$ cat src/hdl/vca_pkg.sv
// ----------------------------------------------------------------------------
// vca_pkg: shared types and constants of the virtual channel link arbiter
// Field widths, payload layout, result codes, register indexes and the
// status record that each channel lane hands to the sequencer.
// ----------------------------------------------------------------------------
package vca_pkg;

   // Field widths of one transfer attempt and of one result.
   localparam int ELAPSED_W = 8;
   localparam int CH_FIELD_W = 2;
   localparam int BYTES_W = 11;
   localparam int OCC_W = 16;
   localparam int MASK_W = 4;
   localparam int OUTCOME_W = 3;
   localparam int DELAY_W = 11;

   // Configuration register widths.
   localparam int BW_W = 7;
   localparam int CAP_W = 16;
   localparam int CIU_W = 3;

   // Stream and register port widths.
   localparam int REQ_DATA_W = 48;
   localparam int RSP_DATA_W = 32;
   localparam int CSR_INDEX_W = 2;
   localparam int CSR_DATA_W = 16;

   // Retry delays saturate; a time difference at or above this gives the maximum.
   localparam logic [DELAY_W-1:0] DELAY_MAX = 11'd2047;
   localparam int DELAY_SAT_DIFF = 2046;

   // Register values after reset.
   localparam logic [BW_W-1:0] BW_RESET = 7'd8;
   localparam logic [CAP_W-1:0] CAP_RESET = 16'd1024;
   localparam logic [CIU_W-1:0] CIU_RESET = 3'd1;

   typedef enum logic [OUTCOME_W-1:0] {
      OUT_SENT        = 3'd0,
      OUT_NOT_HEAD    = 3'd1,
      OUT_LINK_BUSY   = 3'd2,
      OUT_ARB_LOST    = 3'd3,
      OUT_DEST_BUSY   = 3'd4,
      OUT_DEST_FULL   = 3'd5,
      OUT_BAD_CHANNEL = 3'd6
   } outcome_type;

   typedef enum logic [CSR_INDEX_W-1:0] {
      CSR_LINK_BW    = 2'd0,
      CSR_DEST_BYTES = 2'd1,
      CSR_CHANNELS   = 2'd2
   } csr_index_type;

   // What one channel lane reports about its own channel for the current cycle.
   typedef struct packed {
      logic                elig;
      logic                write_ge;
      logic [DELAY_W-1:0]  write_delay;
   } lane_status_type;

endpackage

$ cat src/hdl/link_vc_arbiter_transfer.sv
// ----------------------------------------------------------------------------
// link_vc_arbiter_transfer: round-robin virtual channel link arbiter
// Judges one transfer attempt of a source virtual channel head packet across
// a shared link and keeps the link, channel and arbitration timing state.
// ----------------------------------------------------------------------------
//
//  Channel   Direction  Ports                         Payload
//  req_      in         req_tvalid/tready/tdata       one transfer attempt
//  rsp_      out        rsp_tvalid/tready/tdata       one result per attempt
//  csr_      in         csr_valid/ready/index/wdata   register write
//
// One attempt is handled at a time. A refused attempt passes the compare,
// arbitration and decide steps; a granted nonempty transfer also waits on
// the serial divider, which forms the latency one bit per cycle. After a
// change of channels_in_use the round-robin start position may need
// repeated reduction in the compare step. Reset is synchronous and brings the
// cycle count to one and all busy times to zero. A result held on rsp_ does
// not block the next attempt from being taken; it only delays the one after.
//
module link_vc_arbiter_transfer import vca_pkg::*; #(
   parameter int MAX_CHANNELS = 4,
   parameter int TIME_BITS    = 32
) (
   input  logic                   clock,
   input  logic                   reset,
   // Attempt, from bit 0 up: cycles_elapsed[7:0], request_channel[9:8],
   // at_head[10], packet_bytes[21:11], dest_occupancy[37:22],
   // head_present_mask[41:38], head_ready_mask[45:42], zero fill[47:46].
   input  logic                   req_tvalid,
   output logic                   req_tready,
   input  logic [REQ_DATA_W-1:0]  req_tdata,
   // Result, from bit 0 up: outcome[2:0], retry_delay[13:3],
   // transfer_latency[24:14], granted_channel[26:25], grant_valid[27],
   // zero fill[31:28].
   output logic                   rsp_tvalid,
   input  logic                   rsp_tready,
   output logic [RSP_DATA_W-1:0]  rsp_tdata,
   // Register writes: index 0 link_bandwidth, 1 dest_buffer_bytes,
   // 2 channels_in_use.
   input  logic                   csr_valid,
   output logic                   csr_ready,
   input  logic [CSR_INDEX_W-1:0] csr_index,
   input  logic [CSR_DATA_W-1:0]  csr_wdata
);

   // CNT_W holds a channel count up to MAX_CHANNELS, IDX_W a channel index.
   localparam int CNT_W = $clog2(MAX_CHANNELS + 1);
   localparam int IDX_W = (MAX_CHANNELS > 1) ? $clog2(MAX_CHANNELS) : 1;
   localparam int CMP_W = CNT_W + 2;

   typedef enum logic [2:0] {
      S_IDLE,
      S_CMP,
      S_ARB,
      S_DECIDE,
      S_DIV,
      S_END,
      S_DONE
   } state_type;

   state_type state_ff, state_in;

   // Configuration.
   logic [BW_W-1:0]  bw_ff, bw_in;
   logic [CAP_W-1:0] cap_ff, cap_in;
   logic [CIU_W-1:0] ciu_ff, ciu_in;

   // Timing and arbitration state.
   logic [TIME_BITS-1:0] cycle_ff, cycle_in;
   logic [TIME_BITS-1:0] link_busy_ff, link_busy_in;
   logic [IDX_W-1:0]     last_granted_ff, last_granted_in;
   logic [TIME_BITS-1:0] decided_cycle_ff, decided_cycle_in;
   logic [CNT_W-1:0]     decided_ch_ff, decided_ch_in;
   logic [CNT_W-1:0]     start_ff, start_in;

   // The attempt being judged.
   logic [CH_FIELD_W-1:0] ch_ff, ch_in;
   logic                  head_ff, head_in;
   logic [BYTES_W-1:0]    bytes_ff, bytes_in;
   logic [OCC_W-1:0]      occ_ff, occ_in;
   logic [MASK_W-1:0]     present_ff, present_in;
   logic [MASK_W-1:0]     ready_ff, ready_in;

   // Checks registered in the compare step.
   logic               link_ge_ff, link_ge_in;
   logic [DELAY_W-1:0] link_delay_ff, link_delay_in;
   logic               memo_hit_ff, memo_hit_in;
   logic               full_ff, full_in;
   logic               bad_ff, bad_in;

   // Result being built and the output register.
   outcome_type           res_outcome_ff, res_outcome_in;
   logic [DELAY_W-1:0]    res_delay_ff, res_delay_in;
   logic [BYTES_W-1:0]    res_lat_ff, res_lat_in;
   logic [CH_FIELD_W-1:0] res_gch_ff, res_gch_in;
   logic                  res_gv_ff, res_gv_in;
   logic                  rsp_valid_ff, rsp_valid_in;
   logic [RSP_DATA_W-1:0] rsp_data_ff, rsp_data_in;

   // Lanes, merge and divider.
   lane_status_type         lane_status [MAX_CHANNELS];
   logic [MAX_CHANNELS-1:0] lane_elig;
   logic [MAX_CHANNELS-1:0] lane_upd;
   logic [TIME_BITS-1:0]    end_time;
   logic                    pick_valid_ff;
   logic [IDX_W-1:0]        pick_idx_ff;
   logic                    div_start;
   logic                    div_done;
   logic [BYTES_W-1:0]      div_quotient;
   logic [BYTES_W-1:0]      div_dividend;
   logic [BW_W-1:0]         div_divisor;

   // Decode and selection helpers.
   logic [CNT_W-1:0]     n_active;
   logic [TIME_BITS-1:0] link_diff;
   logic                 sel_write_ge;
   logic [DELAY_W-1:0]   sel_write_delay;
   logic                 arb_valid;
   logic [IDX_W-1:0]     arb_idx;

   assign req_tready = (state_ff == S_IDLE);
   assign csr_ready  = 1'b1;
   assign rsp_tvalid = rsp_valid_ff;
   assign rsp_tdata  = rsp_data_ff;

   // A channel count of zero acts as one; a count above the lane count is clamped.
   always_comb begin
      if (ciu_ff == '0) begin
         n_active = CNT_W'(1);
      end else if (CMP_W'(ciu_ff) > CMP_W'(MAX_CHANNELS)) begin
         n_active = CNT_W'(MAX_CHANNELS);
      end else begin
         n_active = CNT_W'(ciu_ff);
      end
   end

   // The transfer holds the link and both channel sides through its last cycle.
   assign end_time = cycle_ff + TIME_BITS'(res_lat_ff) - TIME_BITS'(1);

   for (genvar c = 0; c < MAX_CHANNELS; c++) begin : g_lane
      logic lane_present;
      logic lane_ready;

      // Channels beyond the mask width never hold a head packet.
      if (c < MASK_W) begin : g_masked
         assign lane_present = present_ff[c];
         assign lane_ready   = ready_ff[c];
      end else begin : g_unmasked
         assign lane_present = 1'b0;
         assign lane_ready   = 1'b0;
      end

      assign lane_upd[c]  = (state_ff == S_END) && (int'(ch_ff) == c);
      assign lane_elig[c] = lane_status[c].elig;

      vca_lane #(
         .TIME_BITS (TIME_BITS)
      ) u_lane (
         .clock     (clock),
         .reset     (reset),
         .cycle_now (cycle_ff),
         .upd_en    (lane_upd[c]),
         .upd_end   (end_time),
         .present   (lane_present),
         .ready     (lane_ready),
         .active    (CNT_W'(c) < n_active),
         .status_ff (lane_status[c])
      );
   end

   vca_merge #(
      .N     (MAX_CHANNELS),
      .CNT_W (CNT_W),
      .IDX_W (IDX_W)
   ) u_merge (
      .clock         (clock),
      .reset         (reset),
      .elig          (lane_elig),
      .start         (start_ff),
      .pick_valid_ff (pick_valid_ff),
      .pick_idx_ff   (pick_idx_ff)
   );

   // The divider divides packet bytes less one by the bandwidth, a bandwidth of zero acting as one.
   assign div_dividend = bytes_ff - 11'd1;
   assign div_divisor  = (bw_ff == '0) ? BW_W'(1) : bw_ff;

   vca_div u_div (
      .clock       (clock),
      .reset       (reset),
      .start       (div_start),
      .dividend    (div_dividend),
      .divisor     (div_divisor),
      .done_ff     (div_done),
      .quotient_ff (div_quotient)
   );

   // Write side of the requesting channel, picked from its lane.
   always_comb begin
      sel_write_ge    = 1'b0;
      sel_write_delay = '0;
      for (int c = 0; c < MAX_CHANNELS; c++) begin
         if (int'(ch_ff) == c) begin
            sel_write_ge    = lane_status[c].write_ge;
            sel_write_delay = lane_status[c].write_delay;
         end
      end
   end

   // Arbitration is decided once per cycle: a second attempt in the same
   // cycle reuses the remembered winner instead of the fresh lane pick.
   always_comb begin
      if (memo_hit_ff) begin
         arb_valid = (decided_ch_ff != '0);
         arb_idx   = IDX_W'(decided_ch_ff - CNT_W'(1));
      end else begin
         arb_valid = pick_valid_ff;
         arb_idx   = pick_idx_ff;
      end
   end

   assign link_diff = link_busy_ff - cycle_ff;

   always_comb begin
      state_in         = state_ff;
      bw_in            = bw_ff;
      cap_in           = cap_ff;
      ciu_in           = ciu_ff;
      cycle_in         = cycle_ff;
      link_busy_in     = link_busy_ff;
      last_granted_in  = last_granted_ff;
      decided_cycle_in = decided_cycle_ff;
      decided_ch_in    = decided_ch_ff;
      start_in         = start_ff;
      ch_in            = ch_ff;
      head_in          = head_ff;
      bytes_in         = bytes_ff;
      occ_in           = occ_ff;
      present_in       = present_ff;
      ready_in         = ready_ff;
      link_ge_in       = link_ge_ff;
      link_delay_in    = link_delay_ff;
      memo_hit_in      = memo_hit_ff;
      full_in          = full_ff;
      bad_in           = bad_ff;
      res_outcome_in   = res_outcome_ff;
      res_delay_in     = res_delay_ff;
      res_lat_in       = res_lat_ff;
      res_gch_in       = res_gch_ff;
      res_gv_in        = res_gv_ff;
      rsp_valid_in     = rsp_valid_ff & ~rsp_tready;
      rsp_data_in      = rsp_data_ff;
      div_start        = 1'b0;

      if (csr_valid) begin
         unique case (csr_index)
            CSR_LINK_BW:    bw_in  = csr_wdata[BW_W-1:0];
            CSR_DEST_BYTES: cap_in = csr_wdata[CAP_W-1:0];
            CSR_CHANNELS:   ciu_in = csr_wdata[CIU_W-1:0];
            default: ;
         endcase
      end

      unique case (state_ff)
         S_IDLE: begin
            if (req_tvalid) begin
               cycle_in   = cycle_ff + TIME_BITS'(req_tdata[7:0]);
               ch_in      = req_tdata[9:8];
               head_in    = req_tdata[10];
               bytes_in   = req_tdata[21:11];
               occ_in     = req_tdata[37:22];
               present_in = req_tdata[41:38];
               ready_in   = req_tdata[45:42];
               start_in   = CNT_W'(last_granted_ff) + CNT_W'(1);
               state_in   = S_CMP;
            end
         end

         S_CMP: begin
            link_ge_in = (link_busy_ff >= cycle_ff);
            if (link_diff >= TIME_BITS'(DELAY_SAT_DIFF)) begin
               link_delay_in = DELAY_MAX;
            end else begin
               link_delay_in = link_diff[DELAY_W-1:0] + 11'd1;
            end
            memo_hit_in = (decided_cycle_ff == cycle_ff);
            full_in     = ({1'b0, occ_ff} + (OCC_W + 1)'(bytes_ff)) > {1'b0, cap_ff};
            bad_in      = (CMP_W'(ch_ff) >= CMP_W'(n_active));
            // Reduce the round-robin start below the channel count.
            if (start_ff >= n_active) begin
               start_in = start_ff - n_active;
            end else begin
               state_in = S_ARB;
            end
         end

         S_ARB: begin
            state_in = S_DECIDE;
         end

         S_DECIDE: begin
            res_delay_in = '0;
            res_lat_in   = '0;
            res_gch_in   = '0;
            res_gv_in    = 1'b0;
            state_in     = S_DONE;
            if (bad_ff) begin
               res_outcome_in = OUT_BAD_CHANNEL;
            end else if (!head_ff) begin
               res_outcome_in = OUT_NOT_HEAD;
            end else if (link_ge_ff) begin
               res_outcome_in = OUT_LINK_BUSY;
               res_delay_in   = link_delay_ff;
            end else begin
               if (!memo_hit_ff) begin
                  decided_cycle_in = cycle_ff;
                  decided_ch_in    = pick_valid_ff ?
                                     CNT_W'(pick_idx_ff) + CNT_W'(1) : '0;
                  if (pick_valid_ff) begin
                     last_granted_in = pick_idx_ff;
                  end
               end
               res_gv_in  = arb_valid;
               res_gch_in = arb_valid ? CH_FIELD_W'(arb_idx) : '0;
               if (!(arb_valid && (CMP_W'(arb_idx) == CMP_W'(ch_ff)))) begin
                  res_outcome_in = OUT_ARB_LOST;
                  res_delay_in   = 11'd1;
               end else if (sel_write_ge) begin
                  res_outcome_in = OUT_DEST_BUSY;
                  res_delay_in   = sel_write_delay;
               end else if (full_ff) begin
                  res_outcome_in = OUT_DEST_FULL;
               end else begin
                  res_outcome_in = OUT_SENT;
                  // An empty packet still holds the link, with the latency of a one-byte packet.
                  if (bytes_ff == '0) begin
                     res_lat_in = 11'd1;
                     state_in   = S_END;
                  end else begin
                     div_start = 1'b1;
                     state_in  = S_DIV;
                  end
               end
            end
         end

         S_DIV: begin
            if (div_done) begin
               res_lat_in = div_quotient + 11'd1;
               state_in   = S_END;
            end
         end

         S_END: begin
            link_busy_in = end_time;
            state_in     = S_DONE;
         end

         S_DONE: begin
            if (!rsp_valid_ff || rsp_tready) begin
               rsp_valid_in = 1'b1;
               rsp_data_in  = {4'b0000, res_gv_ff, res_gch_ff, res_lat_ff,
                               res_delay_ff, res_outcome_ff};
               state_in     = S_IDLE;
            end
         end

         default: state_in = S_IDLE;
      endcase
   end

   always_ff @(posedge clock) begin
      ch_in_unused_guard: begin
      end
      ch_ff          <= ch_in;
      head_ff        <= head_in;
      bytes_ff       <= bytes_in;
      occ_ff         <= occ_in;
      present_ff     <= present_in;
      ready_ff       <= ready_in;
      link_ge_ff     <= link_ge_in;
      link_delay_ff  <= link_delay_in;
      memo_hit_ff    <= memo_hit_in;
      full_ff        <= full_in;
      bad_ff         <= bad_in;
      res_outcome_ff <= res_outcome_in;
      res_delay_ff   <= res_delay_in;
      res_lat_ff     <= res_lat_in;
      res_gch_ff     <= res_gch_in;
      res_gv_ff      <= res_gv_in;
      rsp_data_ff    <= rsp_data_in;
      start_ff       <= start_in;
      if (reset) begin
         state_ff         <= S_IDLE;
         bw_ff            <= BW_RESET;
         cap_ff           <= CAP_RESET;
         ciu_ff           <= CIU_RESET;
         cycle_ff         <= TIME_BITS'(1);
         link_busy_ff     <= '0;
         last_granted_ff  <= '0;
         decided_cycle_ff <= '0;
         decided_ch_ff    <= '0;
         rsp_valid_ff     <= 1'b0;
      end else begin
         state_ff         <= state_in;
         bw_ff            <= bw_in;
         cap_ff           <= cap_in;
         ciu_ff           <= ciu_in;
         cycle_ff         <= cycle_in;
         link_busy_ff     <= link_busy_in;
         last_granted_ff  <= last_granted_in;
         decided_cycle_ff <= decided_cycle_in;
         decided_ch_ff    <= decided_ch_in;
         rsp_valid_ff     <= rsp_valid_in;
      end
   end

endmodule

$ cat src/hdl/vca_lane.sv
// ----------------------------------------------------------------------------
// vca_lane: one virtual channel lane
// Holds the read and write busy times of its channel and reports, registered,
// whether the channel may win arbitration and how long its write side is busy.
// ----------------------------------------------------------------------------
module vca_lane import vca_pkg::*; #(
   parameter int TIME_BITS = 32
) (
   input  logic                 clock,
   input  logic                 reset,
   input  logic [TIME_BITS-1:0] cycle_now,
   input  logic                 upd_en,
   input  logic [TIME_BITS-1:0] upd_end,
   input  logic                 present,
   input  logic                 ready,
   input  logic                 active,
   output lane_status_type      status_ff
);

   logic [TIME_BITS-1:0] read_busy_ff;
   logic [TIME_BITS-1:0] read_busy_in;
   logic [TIME_BITS-1:0] write_busy_ff;
   logic [TIME_BITS-1:0] write_busy_in;
   logic [TIME_BITS-1:0] write_diff;
   lane_status_type      status_in;

   always_comb begin
      read_busy_in  = upd_en ? upd_end : read_busy_ff;
      write_busy_in = upd_en ? upd_end : write_busy_ff;
      write_diff    = write_busy_ff - cycle_now;

      // A channel whose read side is still busy this cycle is skipped.
      status_in.elig     = present & ready & active & (read_busy_ff < cycle_now);
      status_in.write_ge = (write_busy_ff >= cycle_now);
      if (write_diff >= TIME_BITS'(DELAY_SAT_DIFF)) begin
         status_in.write_delay = DELAY_MAX;
      end else begin
         status_in.write_delay = write_diff[DELAY_W-1:0] + 11'd1;
      end
   end

   always_ff @(posedge clock) begin
      if (reset) begin
         read_busy_ff  <= '0;
         write_busy_ff <= '0;
         status_ff     <= '0;
      end else begin
         read_busy_ff  <= read_busy_in;
         write_busy_ff <= write_busy_in;
         status_ff     <= status_in;
      end
   end

endmodule

$ cat src/hdl/vca_merge.sv
// ----------------------------------------------------------------------------
// vca_merge: round-robin merge of the lane results
// Picks the first eligible lane at or after the start position, wrapping to
// the lowest eligible lane below it, and registers the choice.
// ----------------------------------------------------------------------------
module vca_merge import vca_pkg::*; #(
   parameter int N     = 4,
   parameter int CNT_W = 3,
   parameter int IDX_W = 2
) (
   input  logic             clock,
   input  logic             reset,
   input  logic [N-1:0]     elig,
   input  logic [CNT_W-1:0] start,
   output logic             pick_valid_ff,
   output logic [IDX_W-1:0] pick_idx_ff
);

   logic             hi_found;
   logic             lo_found;
   logic [IDX_W-1:0] hi_idx;
   logic [IDX_W-1:0] lo_idx;
   logic             pick_valid_in;
   logic [IDX_W-1:0] pick_idx_in;

   // Scanning downward leaves the lowest matching lane in each half.
   always_comb begin
      hi_found = 1'b0;
      lo_found = 1'b0;
      hi_idx   = '0;
      lo_idx   = '0;
      for (int c = N - 1; c >= 0; c--) begin
         if (elig[c]) begin
            if (CNT_W'(c) >= start) begin
               hi_found = 1'b1;
               hi_idx   = IDX_W'(c);
            end else begin
               lo_found = 1'b1;
               lo_idx   = IDX_W'(c);
            end
         end
      end
      pick_valid_in = hi_found | lo_found;
      pick_idx_in   = hi_found ? hi_idx : lo_idx;
   end

   always_ff @(posedge clock) begin
      if (reset) begin
         pick_valid_ff <= 1'b0;
         pick_idx_ff   <= '0;
      end else begin
         pick_valid_ff <= pick_valid_in;
         pick_idx_ff   <= pick_idx_in;
      end
   end

endmodule

$ cat src/hdl/vca_div.sv
// ----------------------------------------------------------------------------
// vca_div: serial divider for the transfer latency
// Restoring division of packet size less one by the link bandwidth, one
// quotient bit per cycle, and a one-cycle done pulse when it is ready.
// ----------------------------------------------------------------------------
module vca_div import vca_pkg::*; (
   input  logic               clock,
   input  logic               reset,
   input  logic               start,
   input  logic [BYTES_W-1:0] dividend,
   input  logic [BW_W-1:0]    divisor,
   output logic               done_ff,
   output logic [BYTES_W-1:0] quotient_ff
);

   localparam int STEP_W = $clog2(BYTES_W + 1);

   logic               busy_ff;
   logic               busy_in;
   logic               done_in;
   logic [STEP_W-1:0]  step_ff;
   logic [STEP_W-1:0]  step_in;
   logic [BW_W-1:0]    rem_ff;
   logic [BW_W-1:0]    rem_in;
   logic [BW_W-1:0]    divisor_ff;
   logic [BW_W-1:0]    divisor_in;
   logic [BYTES_W-1:0] quotient_in;
   logic [BW_W:0]      trial;
   logic [BW_W:0]      trial_diff;
   logic               trial_ge;

   always_comb begin
      // The quotient register shifts dividend bits out at the top and
      // quotient bits in at the bottom.
      trial      = {rem_ff, quotient_ff[BYTES_W-1]};
      trial_diff = trial - {1'b0, divisor_ff};
      trial_ge   = (trial >= {1'b0, divisor_ff});

      busy_in     = busy_ff;
      done_in     = 1'b0;
      step_in     = step_ff;
      rem_in      = rem_ff;
      divisor_in  = divisor_ff;
      quotient_in = quotient_ff;

      if (start) begin
         busy_in     = 1'b1;
         step_in     = STEP_W'(BYTES_W);
         rem_in      = '0;
         divisor_in  = divisor;
         quotient_in = dividend;
      end else if (busy_ff) begin
         rem_in      = trial_ge ? trial_diff[BW_W-1:0] : trial[BW_W-1:0];
         quotient_in = {quotient_ff[BYTES_W-2:0], trial_ge};
         step_in     = step_ff - STEP_W'(1);
         if (step_ff == STEP_W'(1)) begin
            busy_in = 1'b0;
            done_in = 1'b1;
         end
      end
   end

   always_ff @(posedge clock) begin
      rem_ff      <= rem_in;
      divisor_ff  <= divisor_in;
      quotient_ff <= quotient_in;
      if (reset) begin
         busy_ff <= 1'b0;
         done_ff <= 1'b0;
         step_ff <= '0;
      end else begin
         busy_ff <= busy_in;
         done_ff <= done_in;
         step_ff <= step_in;
      end
   end

endmodule

$ cat config.mk
export PLATFORM = sky130hd
export DESIGN_NAME = link_vc_arbiter_transfer
export DESIGN_NICKNAME = d
export VERILOG_FILES = /design/src/hdl/vca_pkg.sv /design/src/hdl/link_vc_arbiter_transfer.sv /design/src/hdl/vca_lane.sv /design/src/hdl/vca_merge.sv /design/src/hdl/vca_div.sv
export SDC_FILE = /design/constraint.sdc
export NUM_CORES = 1
export LEC_CHECK = 0
export BUFFER_PORTS_ARGS = -buffer_cell sky130_fd_sc_hd__buf_2
export CAP_MARGIN = 20
export CORE_MARGIN = 3
export CORE_UTILIZATION = 64
export DETAILED_ROUTE_END_ITERATION = 10
export PLACE_DENSITY_LB_ADDON = 0.08
export SYNTH_ARGS = -nofsm -noshare
export SYNTH_HDL_FRONTEND = slang
export SYNTH_SLANG_ARGS = --single-unit
$ cat constraint.sdc
create_clock -name clock -period 5 [get_ports clock]
set_input_delay 1 -clock clock [delete_from_list [all_inputs] [get_ports clock]]
set_output_delay 1 -clock clock [all_outputs]
set_load 0.02 [all_outputs]
==> summary.txt, run 1 <==
Clock network
  • Post-CTS setup buffer count: 0
  • Clk sinks: between 400 and 500
  • Reg clk slew, reported paths: 0.06 ns
  • CTS tree: yes
  • Htree depth: 2
  • Post-cts resize count: 0
  • Cts hold-fix bufs: 0
  • Clk_lat worst skew: about 0.62 ns
  • CTS Buf Count: 49
  • Longest Clk Path Bufs: 3
  • Root Buffer: clkbuf_16

Critical path
  • Crit path DAT: 4.91 ns
  • Worst-path maximum fanout: 11
  • CP Class: reg2reg
  • Crit. Startpoint: cycle_ff[0]$_SDFFE_PP1P_
  • R2R Path Start: cycle_ff[0]$_SDFFE_PP1P_
  • Worst path required time: 5.46 ns
  • CP Capture Type: register
  • CP Launch Type: register

Detailed routing
  • Vias per cell: 6.378
  • DRC viols: 0
  • Antenna viol nets, final: 0
  • 1st-pass router iterations: 8
  • Drt wl/cell: 21.33 um
  • Routed vias: ~30000
  • DR iter-0 viols: about 3200
  • Post-Route WL: 100100 um

Pwr
  • Peak supply drop: 0.0003433 V
  • Switch share: 34.49%
  • P_int: about 7300 uW
  • Comb pwr share: 30.2%
  • Sequential share of power: 36.7%
  • Clock share of power: 33.1%
  • LEAKAGE: between 0.01 and 0.015 uW
  • Pwr per Cell Area: 321.1 mW/mm^2
  • Sw Pwr: 3850 uW

Timing
  • RSZ-0062 raised after global routing: no
  • Final Max Slew Viols: 0
  • Share of the clock period used by the worst path: about nine tenths
  • Slew headroom: around 25%
  • Min Tclk post-route: approximately 4.4 ns
  • Hold Vio Cnt, Final: 0
  • Layout Skew: 0.04076 ns
  • Max Fclk: 0.2248 GHz
  • Final setup fails: 0
  • Final TNS setup: 0 ns
  • WHS: 0.4174 ns
  • Worst setup margin: 0.5512 ns
  • Worst-Margin Slew: around 1.1 ns

Floorplanning
  • Core ar.: 0.04915 sq mm
  • Num ports: between 100 and 150
  • Rows: 81
  • Die ar.: 0.05276 sq mm
  • Die Wd: between 200 and 250 um
  • Starting density of the core: 65.16%
  • Die Y-Extent: 229.7 um

Placed design
  • RD Place Congestion: 1.072
  • PortBufs: 98
  • Place WS: between 0.7 and 0.8 ns
  • HPWL after DPL: 76530 um

Global routing
  • Global-route wire length before repair: 153400 um
  • Pin count of the biggest net entering global routing: 102
  • Initial antenna violation count: 5
  • Number of global-route vias before repair: 27980
  • Congestion Overflow GR: 0
  • GRT Overall Usage: between 30% and 40%

Final layout
  • Syn-to-layout area delta: 8.532%
  • Share of layout cells above drive strength 1: ~8%
  • Nets: 4350
  • Most frequent cells in the layout: nand2_1, a21oi_1, nor2_1
  • Most common cell after layout, fill and taps aside: nand2_1

Outcome
  • Run status: complete, no violations

Worst hold path
  • Hold/Removal Path Class: reg2reg
  • Hold Path Origin: res_outcome_ff[0]$_SDFFCE_PP0P_

Yosys
  • Seq/Total Area, Yosys: 32.63%
  • Post-synthesis instance area: about 0.032 sq mm
  • Syn Inst Count: 3964
  • Avg Cell Area, Syn: 8.079 sq um
  • Flops & latches, synth: 457
  • Syn. warnings: 0
  • Top_reg_cell synth: dfxtp_1
  • Async set-or-reset flop fraction in the synthesized netlist: 0%
  • Number of enable flip-flop cells after synthesis: 130
  • Netlist cell types: 97

Job
  • Max-cap violations: 0
[cell usage after synthesis, types with 55 or more instances]
cell type	n	area [sq um]
a211oi_1	55	412.9
a21o_1	74	555.5
a21oi_1	467	2337
clkbuf_1	163	611.8
dfxtp_1	327	6546
edfxtp_1	130	3904
ha_1	284	3553
inv_1	210	788.3
nand2_1	512	1922
nand3_1	123	615.6
nor2_1	372	1396
nor3_1	67	335.3
o21ai_0	158	790.8
xnor2_1	129	1130
xor2_1	101	884.6
[final timing paths]
kind                                              endpoint  slack [ns]  depth (start not counted)
hold reg to reg                     rsp_tdata[0]$_DFFE_PP_        0.42                          0
hold / removal                      rsp_tdata[0]$_DFFE_PP_        0.42                          0
setup / recovery  g_lane[3].u_lane.status_ff[6]$_SDFF_PP0_        0.55                         13
setup reg to reg  g_lane[3].u_lane.status_ff[6]$_SDFF_PP0_        0.55                         13
[state kept, by name, indices dropped and copies added, names as in the netlist, 16 cells and up]
signal / count
link_busy_ff: 32
occ_ff: 16
decided_cycle_ff: 32
cap_ff: 16
rsp_tdata: 28
cycle_ff: 32
g_lane.u_lane.read_busy_ff: 64
g_lane.u_lane.status_ff: 52
g_lane.u_lane.write_busy_ff: 64
[cell families after synthesis]
logic type | count (synthesis) | share of synthesized area, %
AOI/OAI and AO/OA | 1102 | 21.55
xor gates and xnor gates | 230 | 6.290
adders and majority gates | 294 | 11.72
buffers and inverters | 402 | 4.825
DFF | 457 | 32.63
muxes | 57 | 2.317
other | 2 | 0.02345
and+or+nand+nor | 1420 | 20.64
[critical path: stages, from the launching register on]
cell,delay [ns]
dfxtp_1,0.44
ha_1,0.29
fa_1,0.40
nand2b_1,0.23
a211oi_1,0.60
o211ai_1,0.22
a21oi_1,0.45
nor2_1,0.08
o31a_1,0.36
a41oi_1,0.48
nand4_1,0.16
nor3_1,0.23
buf_4,0.25
a21oi_1,0.10
[per-layer routing]
layer | vias to the layer above | GRT usage [%] | part of all wire, %
met1 | 14110 | 49.56 | 42
li1 | 14240 | - | -
met3 | 237 | 5.699 | 8.6
met4 | 2 | 14.67 | 4.3
met5 | - | 0 | 0.011
met2 | 1336 | 59.07 | 45
[cell type report]
class / instances / area (sq um)
timing repair buffer: 158 / 978.4
fill: 4091 / 14390
antenna: 2 / 5.005
clock buffer: 62 / 1326
sequential: 457 / 10450
inverter: 211 / 792.0
tap: 664 / 830.8
multi-input combinational: 3108 / 20070
clock inverter: 30 / 309.0
[power groups by stage]
stage	Combinational (uW)	Clock [uW]	Sequential [uW]
2_1_floorplan	2390	0	4120
3_3_place_gp	3210	0	4170
3_5_place_dp	3250	0	4180
4_1_cts	3290	3710	4100
5_1_grt	3660	3870	4110
6_report	3370	3690	4100
[through the flow]
step	util, %	instances	total power, uW	instance area [sq um]
after floorplan	-	3967	6509	32040
after global placement	67.29	4596	7387	33080
after detailed placement	67.32	4597	7432	33090
after CTS	70.65	4689	11090	34730
after global routing	70.72	4692	11640	34760
final	70.72	4692	11160	34760
No activity file was read; power rests on OpenSTA's default activity.
==> run 2: changes to the inputs <==
--- a/config.mk
+++ b/config.mk
@@ -13,4 +13,5 @@
 export PLACE_DENSITY_LB_ADDON = 0.08
 export SYNTH_ARGS = -nofsm -noshare
 export SYNTH_HDL_FRONTEND = slang
+export SYNTH_HIERARCHICAL = 1
 export SYNTH_SLANG_ARGS = --single-unit
==> run 2 against run 1 <==
Die area rose by 6.7%; critical path type unchanged; clock-buffer cell count rose by 2; synthesized cell count is 2.7% higher; power up 4.0%; via count rose by 2.5%; first-iteration DRC count up 8.5%; global-route usage up 0.54 points; clock power up 11%; critical endpoint is now g_lane[1].u_lane/read_busy_ff[27]$_SDFFE_PP0P_.
==> summary.txt, run 2 <==
Global routing
  • Pin count of the biggest net entering global routing: 99 (-2.9%)
  • Number of global-route vias before repair: 28950 (+3.5%)
  • GRT Overall Usage: 37.18% (+0.54 points)
  • Global-route wire length before repair: 164400 um (+7.1%)
  • Initial antenna violation count: 6 (+1)
  • Congestion Overflow GR: 0 (unchanged)

Timing
  • Hold Vio Cnt, Final: 0 (unchanged)
  • Worst setup margin: 0.3939 ns (-0.1573 ns)
  • Final TNS setup: 0 ns (unchanged)
  • Final Max Slew Viols: 0 (unchanged)
  • Slew headroom: 17.71% (-7.4 points)
  • Min Tclk post-route: 4.606 ns (+0.1573 ns)
  • Layout Skew: 0.03659 ns (-0.004171 ns)
  • Worst-Margin Slew: 1.226 ns (+0.1108 ns)
  • Share of the clock period used by the worst path: 92.12% (+3.1 points)
  • Max Fclk: 0.2171 GHz (-3.4%)
  • RSZ-0062 raised after global routing: no
  • Final setup fails: 0 (unchanged)

Pwr
  • Peak supply drop: 0.0002969 V (-14%)
  • Switch share: 33.97% (-0.51 points)
  • LEAKAGE: 0.01548 uW (+4.1%)
  • Pwr per Cell Area: 316.5 mW/mm^2 (-1.5%)
  • Comb pwr share: 29.8% (-0.4 points)
  • P_int: 7669 uW (+4.9%)
  • Clock share of power: 35.1% (+2.0 points)
  • Sw Pwr: 3946 uW (+2.5%)
  • Sequential share of power: 35.1% (-1.6 points)

Final layout
  • Biggest register: g_lane.u_lane/read_busy_ff
  • # fillers: 4466 (+9.2%)
  • Nets: 4445 (+2.2%)
  • Share of layout cells above drive strength 1: 9.510% (+1.5 points)
  • Multi-input combinational cell area: 0.02123 sq mm (+5.8%)
  • Top flop regs: g_lane.u_lane/read_busy_ff (128), g_lane.u_lane/status_ff (52)
  • Max reg flops: 128
  • Finished Cell Area: 0.03670 sq mm (+5.6%)
  • Most common cell after layout, fill and taps aside: nor2_1
  • Syn-to-layout area delta: 7.246%
  • Most frequent cells in the layout: nor2_1, nand2_1, dfxtp_1
  • Sequential cell area: 0.01045 sq mm (unchanged)

Worst hold path
  • Hold/Removal Path Class: reg2reg

Clock network
  • Root Buffer: clkbuf_16
  • Post-CTS setup buffer count: 0 (unchanged)
  • Longest Clk Path Bufs: 3 (unchanged)
  • Clk_lat worst skew: 0.62 ns (about the same)
  • Clk sinks: 457 (unchanged)
  • CTS Buf Count: 52 (+6.1%)
  • Cts hold-fix bufs: 0 (unchanged)
  • Reg clk slew, reported paths: 0.06 ns (about the same)
  • CTS tree: yes
  • Htree depth: 2 (unchanged)
  • Post-cts resize count: 0 (unchanged)

Yosys
  • Netlist cell types: 102 (+5.2%)
  • Post-Synth Simple-Gate Area: 18.70% (-1.9 points)
  • Syn Inst Count: 4071 (+2.7%)
  • Top_reg_cell synth: dfxtp_1
  • Multiplexer area fraction after synthesis: 5.572% (+3.3 points)
  • Seq/Total Area, Yosys: 30.54% (-2.1 points)
  • Post-Synth XOR/XNOR Area: 7.013% (+0.72 points)
  • Synth top area share: 19.13% (-1.3 points)
  • Post-Synth Adder-Cell Area: 10.97% (-0.75 points)
  • Flops & latches, synth: 457 (unchanged)
  • Avg Cell Area, Syn: 8.406 sq um (+4.0%)
  • Top post-synthesis cells by count: nor2_1, nand2_1, dfxtp_1
  • Synth top area cells: dfxtp_1, edfxtp_1, ha_1, a21oi_1, xnor2_1
  • Largest family of logic cells by synthesized area: compound AO/OA/AOI/OAI gates
  • Syn. warnings: 6 (+6)
  • Synth Area in Compound Gates: 19.54% (-2.0 points)
  • Number of enable flip-flop cells after synthesis: 130 (unchanged)
  • Post-synthesis instance area: 0.03422 sq mm (+6.9%)
  • Cell taking the most area after synthesis: dfxtp_1
  • Async set-or-reset flop fraction in the synthesized netlist: 0% (unchanged)
  • Top-count cell post-synth: nor2_1

Floorplanning
  • Core ar.: 0.05276 sq mm (+7.3%)
  • Die Y-Extent: 237.2 um (+3.3%)
  • Die ar.: 0.05628 sq mm (+6.7%)
  • Starting density of the core: 64.86% (-0.30 points)
  • Die Wd: 237.2 um (+3.3%)
  • Rows: 84 (+3.7%)
  • Num ports: 106 (unchanged)

Critical path
  • Worst-path maximum fanout: 7 (-4)
  • CP Launch Type: register
  • CP max-delay cell: nor3b_1
  • Worst path required time: 5.52 ns (+0.06 ns)
  • Buf/Inv on CP: 5 (+4)
  • Crit path DAT: 5.13 ns (+0.22 ns)
  • CP Class: reg2reg
  • Most frequent CP cell: inv_1
  • Top delay family on crit path: compound AO/OA/AOI/OAI gates
  • CP Capture Type: register
  • Crit-path cells: buf_4 -> inv_1 -> ha_1 -> inv_1 -> ha_1 -> inv_1 -> fa_1 -> nor2b_1 -> o31a_1 -> o31a_1 -> nor4_2 -> nor3b_1 -> o21ai_1 -> o31ai_1 -> xor2_1 -> buf_4 -> mux2i_1 -> nor2_1
  • Slowest cell delay on critical path: 0.58 ns (-0.02 ns)

Detailed routing
  • DR iter-0 viols: 3420 (+8.5%)
  • DRC viols: 0 (unchanged)
  • Antenna viol nets, final: 0 (unchanged)
  • 1st-pass router iterations: 6 (-2)
  • Routed vias: 30690 (+2.5%)
  • Post-Route WL: 107300 um (+7.2%)
  • Drt wl/cell: 22.29 um (+4.5%)
  • Vias per cell: 6.373 (about the same)

Placed design
  • RD Place Congestion: 1.058 (-1.3%)
  • Place WS: 0.6292 ns (-0.07345 ns)
  • PortBufs: 98 (unchanged)
  • Post-DP Area: 0.03486 sq mm (+5.3%)
  • HPWL after DPL: 82210 um (+7.4%)

Job
  • Max-cap violations: 0 (unchanged)

Outcome
  • Run status: complete, no violations
[run 2: stage by stage]
stage | total power, uW | cells | hold slack, ns | utilization (%)
2_1_floorplan | 6545 | 4075 | 0.4003 | -
3_3_place_gp | 7462 | 4713 | 0.4018 | 66.07
3_5_place_dp | 7507 | 4713 | 0.4045 | 66.07
4_1_cts | 11570 | 4809 | 0.4175 | 69.52
5_1_grt | 12110 | 4811 | 0.4235 | 69.54
6_report | 11610 | 4815 | 0.4145 | 69.56
[run 2: final cells by class]
cell class,instances,area share [%]
clock inverter,32,1.159
clock buffer,64,3.808
inverter,308,3.150
multi-input combinational,3077,57.84
sequential,457,28.47
tap,688,2.345
antenna,5,0.03409
timing repair buffer,184,3.191
[run 2: cells by family after synthesis]
| group | count (synthesis) |
|---|---|
| AO/OA/AOI/OAI | 985 |
| XOR/XNOR | 274 |
| buffers and inverters | 541 |
| multiplexers | 174 |
| flip-flops | 457 |
| other | 2 |
| AND/OR/NAND/NOR | 1344 |
| adder cells (fa/ha/maj) | 294 |
[run 2: power by group through the flow]
stage	combinational (uW)	sequential [uW]	clock (uW)
after global routing	3740	4080	4280
after floorplan	2450	4090	0
after global placement	3320	4140	0
after detailed placement	3360	4150	0
final	3460	4080	4080
after CTS	3380	4070	4120
[run 2: metal layers]
metal	track usage (%)	part of all wire (%)	routed length [um]
met1	49.66	41	44300
met2	59.43	45	47970
met3	6.207	9.0	9650
met4	16.92	5.0	5420
met5	0	0	0
[run 2: final timing paths]
path | from | endpoint | slack [ns] | depth (start not counted)
worst max-delay path | cycle_ff[1]$_SDFFE_PP0P_ | g_lane[1].u_lane/read_busy_ff[27]$_SDFFE_PP0P_ | 0.39 | 18
worst min-delay path | res_delay_ff[1]$_SDFFCE_PP0P_ | rsp_tdata[4]$_DFFE_PP_ | 0.41 | 0
worst max register to register | cycle_ff[1]$_SDFFE_PP0P_ | g_lane[1].u_lane/read_busy_ff[27]$_SDFFE_PP0P_ | 0.39 | 18
worst min register to register | res_delay_ff[1]$_SDFFCE_PP0P_ | rsp_tdata[4]$_DFFE_PP_ | 0.41 | 0
